$ cat src/rtl/crae_pkg.sv
`timescale 1ns / 1ps
package crae_pkg;

  localparam int IDX_W = 12;
  localparam int VAL_W = 32;
  localparam int SUM_W = 40;
  localparam int ROW_W = 12;

  localparam int STORE_DEPTH_DEF = 4096;
  localparam int MAX_ROW_LEN_DEF = 256;

  typedef enum logic [1:0] {
    OP_LOAD    = 2'd0,
    OP_NONZERO = 2'd1,
    OP_EMPTY   = 2'd2,
    OP_RESTART = 2'd3
  } opcode_t;

  typedef struct packed {
    opcode_t                   opcode;
    logic [IDX_W-1:0]          index;
    logic signed [VAL_W-1:0]   value;
    logic                      row_last;
  } item_t;

  typedef struct packed {
    logic [ROW_W-1:0]          row_number;
    logic signed [VAL_W-1:0]   row_mean;
  } result_t;

  typedef struct packed {
    logic capture;
    logic red_stage1;
    logic red_out;
    logic red_stage2;
    logic wr_load;
    logic rd;
    logic acc;
    logic div_start;
    logic mean_load;
    logic finish;
  } cmd_t;

  typedef struct packed {
    opcode_t opcode;
    logic    row_last;
    logic    div_busy;
    logic    out_free;
  } status_t;

endpackage

$ cat src/rtl/crae_ctrl.sv
`timescale 1ns / 1ps
module crae_ctrl import crae_pkg::*; (
  input  logic    clk,
  input  logic    rst,
  input  logic    item_valid,
  input  opcode_t item_opcode,
  output logic    item_stall,
  output cmd_t    cmd,
  input  status_t status
);

  typedef enum logic [3:0] {
    S_IDLE,
    S_RED1,
    S_RED2,
    S_WRITE,
    S_READ,
    S_ACC,
    S_DSTART,
    S_DIV,
    S_MEAN,
    S_FIN
  } state_t;

  state_t state, state_next;
  logic   tail, tail_next;
  logic   accept;

  assign item_stall = (state != S_IDLE);
  assign accept     = item_valid && !item_stall;

  always_comb begin
    state_next = state;
    tail_next  = tail;
    case (state)
      S_IDLE: begin
        if (accept) begin
          case (item_opcode)
            OP_LOAD, OP_NONZERO: begin
              state_next = S_RED1;
              tail_next  = 1'b0;
            end
            OP_EMPTY: begin
              state_next = S_RED1;
              tail_next  = 1'b1;
            end
            default: state_next = S_IDLE;
          endcase
        end
      end
      S_RED1: state_next = S_RED2;
      S_RED2: begin
        if (tail) begin
          state_next = S_FIN;
        end else if (status.opcode == OP_LOAD) begin
          state_next = S_WRITE;
        end else begin
          state_next = S_READ;
        end
      end
      S_WRITE: state_next = S_IDLE;
      S_READ:  state_next = S_ACC;
      S_ACC:   state_next = status.row_last ? S_DSTART : S_IDLE;
      S_DSTART: state_next = S_DIV;
      S_DIV: begin
        if (!status.div_busy) begin
          state_next = S_MEAN;
        end
      end
      S_MEAN: begin
        state_next = S_RED1;
        tail_next  = 1'b1;
      end
      S_FIN: begin
        if (status.out_free) begin
          state_next = S_IDLE;
          tail_next  = 1'b0;
        end
      end
      default: state_next = S_IDLE;
    endcase
  end

  always_comb begin
    cmd         = '0;
    cmd.capture = accept;
    case (state)
      S_RED1: begin
        cmd.red_stage1 = 1'b1;
        cmd.red_out    = tail;
      end
      S_RED2:   cmd.red_stage2 = 1'b1;
      S_WRITE:  cmd.wr_load    = 1'b1;
      S_READ:   cmd.rd         = 1'b1;
      S_ACC:    cmd.acc        = 1'b1;
      S_DSTART: cmd.div_start  = 1'b1;
      S_MEAN:   cmd.mean_load  = 1'b1;
      S_FIN:    cmd.finish     = status.out_free;
      default:  cmd.red_out    = 1'b0;
    endcase
  end

  always_ff @(posedge clk) begin
    if (rst) begin
      state <= S_IDLE;
      tail  <= 1'b0;
    end else begin
      state <= state_next;
      tail  <= tail_next;
    end
  end

  a_fin_tail: assert property (@(posedge clk) disable iff (rst)
    state == S_FIN |-> tail)
    else $error("row finish reached without a row-end address");

endmodule

$ cat config.mk
export PLATFORM = sky130hd
export DESIGN_NAME = crae_ctrl
export DESIGN_NICKNAME = d
export VERILOG_FILES = /design/src/rtl/crae_pkg.sv /design/src/rtl/crae_ctrl.sv
export SDC_FILE = /design/constraint.sdc
export NUM_CORES = 1
export LEC_CHECK = 0
export BUFFER_PORTS_ARGS = -buffer_cell sky130_fd_sc_hd__buf_2
export CAP_MARGIN = 0
export CORE_AREA = 4 4 41 43
export CTS_CLUSTER_DIAMETER = 200
export CTS_CLUSTER_SIZE = 16
export DETAILED_ROUTE_END_ITERATION = 10
export DIE_AREA = 0 0 45 47
export PLACE_DENSITY = 0.69
export SLEW_MARGIN = 30
export SYNTH_ARGS = -nofsm -noshare
export SYNTH_HDL_FRONTEND = slang
export SYNTH_SLANG_ARGS = --single-unit
$ cat constraint.sdc
create_clock -name clk -period 2.32 [get_ports clk]
set_input_delay 0.116 -clock clk [delete_from_list [all_inputs] [get_ports clk]]
set_output_delay 0.116 -clock clk [all_outputs]
set_load 0.05 [all_outputs]
# After elaboration in Yosys (flattened, before gate mapping)
# Cells that the tools add are included.
[word_totals]
ff_bits = 5
in_bits = 10
out_inout_bits = 11
elab_cells = 49
[classes]
n_eq_ne = 15
n_mux = 21
n_reduce_logical = 11
[op_table]
columns = ["op", "n"]
rows = [
  ["$pmux 4 s9", 1],
  ["$eq 4x3->1 const B", 4],
  ["$mux 4", 4],
  ["$mux 1", 12],
  ["$eq 4x2->1 const B", 2],
  ["$eq 4x4->1 const B", 2],
  ["$mux 3", 2],
  ["$ne 2x2->1 const B", 3],
  ["$eq 4x1->1 const B", 1],
  ["$logic_not 2->1", 2],
  ["$logic_not 4->1", 1],
  ["$reduce_and 4->1", 1],
  ["$reduce_bool 4->1", 1],
  ["$ne 3x1->1 const B", 1],
  ["$pmux 1 s3", 1],
  ["$reduce_and 3->1", 1],
  ["$reduce_bool 3->1", 1],
  ["$reduce_or 3->1", 1],
  ["$eq 2x1->1 const B", 1],
  ["$eq 2x2->1 const B", 1],
  ["$pmux 1 s2", 1],
  ["$reduce_or 2->1", 1],
  ["$logic_and 1x1->1", 1],
  ["$logic_not 1->1", 1],
]

# Logic depth before layout (Yosys ltp)
[logic_depth]
ltp_word = 5
mapped_depth = 5

# Least setup slack after synthesis
# Ideal clock, no wire load.
[synth_timing]
path_type = "reg2out"
from = "register state[0]"
to = "output port cmd[7] (netlist name)"
t_arrival_ns = 2.231
setup_slack_ns = -0.027
stages_incl_launch_ff = 4
path_buffers = 0
cell_sequence = "dfxtp_1 nand2b_1 nor3_1 and2_1"
[synth_rtl]
columns = ["element", "line", "rtl"]
rows = [
  ["start: declaration", "crae_ctrl.sv:25", "state_t state, state_next;"],
  ["start signal: assignment", "crae_ctrl.sv:108", "state <= state_next;"],
  ["end: declaration", "crae_ctrl.sv:8", "output cmd_t cmd,"],
]

==> metrics.md <==
| Metric | Value |
|---|---|
| Routability cong. | 0.7660 |
| Layout Nets | 100 |
| Die X | 45 um |
| Setup crit end kind | output pin |
| Netlist cell types | 31 |
| Critical Path AT | 1.68 ns |
| Vias | 530 |
| Register area share after synthesis | 18.18% |
| Critical path fanouts, max | 13 |
| PD cells | 751.7 mW/mm2 |
| Total track usage | 12.90% |
| Area growth syn-to-layout | 18.41% |
| Per-cell routed wire length | 12.22 um |
| # setup viols final | 0 |
| Post-CTS Resized | 0 |
| I/O pin cnt | 21 |
| Int Power | 0.0002549 W |
| Comb pwr share | 50.7% |
| Hpwl dp | between 900 and 1000 um |
| Area of placed instances | 625.6 um2 |
| Setup TNS | 0 ns |
| Sw power | 0.0002351 W |
| Hold path start | rst |
| Reg2Reg Capture Point | state[0] |
| Layout cell share with drive strength beyond 1 | between 30 and 40% |
| Total core area | 0.001301 mm2 |
| YS warnings | 0 |
| Slew @ Worst Pin | 0.5611 ns |
| Critical path buffer and inverter count | 1 |
| Tot Pwr | 0.0004900 W |
| Critical path class | flip-flop to output pin |
| Clock sinks | 5 |
| Req. time, crit path | 2.20 ns |
| Worst min-delay path class | input pin to flip-flop |
| Area leader, netlist | dfxtp_1 |
| First-pass DRT Iterations | 3 |
| Clock slew at reported path FFs | 0.04 ns |
| Post-route clock skew | 0.0004471 ns |
| Overflow left after global routing | 0 |
| Critical path launch point type | flip-flop |
| Mapped Avg Cell Area | ~7.9 um2 |
| DRT Wirelength | roughly 1300 um |
| Top cells by area, synth | dfxtp_1 18%, nand2b_1 6.8%, buf_6 6.1% |
| R2R Path Start | state[2] |
| Critical-path top delay cell | dfxtp_1 |
| Core Util, Final | 50.10% |
| Max Slew Vio Count | 0 |
| Crit-path cells | nand2b_1 -> nor3b_1 -> buf_2 |
| Iteration-0 DRC Markers | 3 |
| Syn Inst Count | 70 |
| Clock H-tree levels | 1 |
| Vias in the first global route | 476 |
| Final min period | 1.798 ns |
| Port bufs | 20 |
| CTS Buf Count | 3 |
| Count of standard-cell rows | 13 |
| CTS Root Cell | clkbuf_4 |
| Switching portion of total power | 47.98% |
| RSZ-0062 raised after global routing | false |
| Cells on Worst Hold Path | 2 |
| Skew-Pair Late Insertion Delay | 0.23 ns |
| Critical path's largest stage delay | between 0.6 and 0.7 ns |
| Placed insts | 100 |
| Cell area after layout | roughly 650 um2 |
| Hold Path Sink | state[0] |
| Pin count of the biggest net entering global routing | 18 |
| Antenna cells | 0 |
| CTS tree | yes |
| Delay-heaviest family, CP | flip-flops |
| Top achievable clock speed | between 500 and 600 MHz |
| Path depth of the worst reg2reg path | 4 |
| Leakage power | 0.2878 nW |
| Post-Syn Area | 550.5 um2 |
| Max Cap Viol | 0 |
| Status | finished, final reports clean |
| Top FF cell, synth | dfxtp_1 |
| Sequential power share | 29.5% |
| Syn_nets | 80 |
| Synth cell count leaders | 8 x nor2_1, 6 x a21oi_1, 6 x nand2b_1, 6 x nor3_1, 5 x dfxtp_1 |
| Worst VDD drop | 356.0 uV |
| Non-filler cells, final | 104 |
| Final worst path period share | between 70% and 80% |
| Post-synth EDFFs | 0 |
| First-pass GRT wire length | 1994 um |
| Clk buf depth | 2 |
| Final Hold Viols | 0 |
| # DRC | 0 |
| Post-synth ARST share | 0% |
| Synth top area share | 18.18% |
| Flop2flop setup slack | about 0.72 ns |
| Slew headroom | between 60 and 70% |
| Hold_buf cts | 0 |
| DR vias/cell | slightly above 5 |
| Yosys reg bits | 5 |
| Final ANT Viol Nets | 0 |
| Die area | 0.002115 mm2 |
| Setup repair bufs after CTS | 0 |
| Top-count cell post-synth | nor2_1 |
| Starting Density | 42.31% |
| Initial antenna violation count | 0 |
| Die outline height | 47 um |
| Clock network power share | 19.8% |
==> registers in the layout (all words and copies together), names as in the netlist <==
signal and flops:
tail 1, state 4
==> routing by layer <==
metal	wire length [um]	share of wire, %	GRT usage (%)
met2	609	48	19.77
met1	605	48	17.12
met5	0	0	0
met3	56	4.4	1.149
met4	0	0	8.772
==> power groups by stage <==
| stage | sequential, W | combinational [W] | clock (W) |
|---|---|---|---|
| finish | 0.000144 | 0.000249 | 0.0000970 |
| global route | 0.000148 | 0.000267 | 0.000105 |
| CTS | 0.000143 | 0.000250 | 0.000102 |
| detailed placement | 0.000144 | 0.000249 | 0 |
| global placement | 0.000144 | 0.000248 | 0 |
| floorplan | 0.000119 | 0.000241 | 0 |
==> final cells by class <==
| cell class | count | area, um2 |
|---|---|---|
| Sequential cell | 5 | 100.1 |
| Timing Repair Buffer | 20 | 100.1 |
| Tap cell | 15 | 18.77 |
| Fill cell | 143 | 649.4 |
| Multi-Input combinational cell | 57 | 395.4 |
| Clock buffer | 4 | 26.28 |
| Inverter | 3 | 11.26 |
==> worst max path at each step <==
stage	start	endpoint	slack, ns	cells past startpoint
after global routing	state[0]	cmd[7]	0.41	4
after global placement	state[2]	state[0]	0.75	4
final	state[2]	cmd[2]	0.52	3
after detailed placement	state[2]	state[0]	0.73	4
after CTS	state[2]	cmd[2]	0.52	3
after floorplan	state[2]	tail	0.24	4
==> cell usage in the layout, fill, tap and decap left out, drive strengths merged, types with 2 or more instances in the layout <==
master | netlist | routed
clkbuf | 0 | 4
dfxtp | 5 | 5
a21oi | 7 | 7
nor2b | 2 | 2
o21a | 3 | 3
nand2b | 6 | 6
nor3 | 6 | 6
a21o | 2 | 2
nand2 | 3 | 3
inv | 3 | 3
o21ai | 3 | 3
buf | 5 | 20
nor2 | 8 | 8
and3 | 2 | 2
==> through the flow <==
stage,hold WS (ns),worst slack [ns]
3_5_place_dp,0.3589,0.7348
5_1_grt,0.1216,0.4144
2_1_floorplan,0.1784,0.2410
6_report,0.1205,0.5224
4_1_cts,0.1091,0.5183
3_3_place_gp,0.3560,0.7469
==> kinds of logic (layout without fill, tap and decap cells) <==
logic type	count (synthesis)	in the layout	synth area share [%]
DFF	5	5	18.18
and+or+nand+nor	35	35	38.41
buffers and inverters	8	27	10.91
muxes	1	1	2.726
AOI/OAI and AO/OA	21	21	29.77
Note: power is estimated with default switching activity, not from simulation.
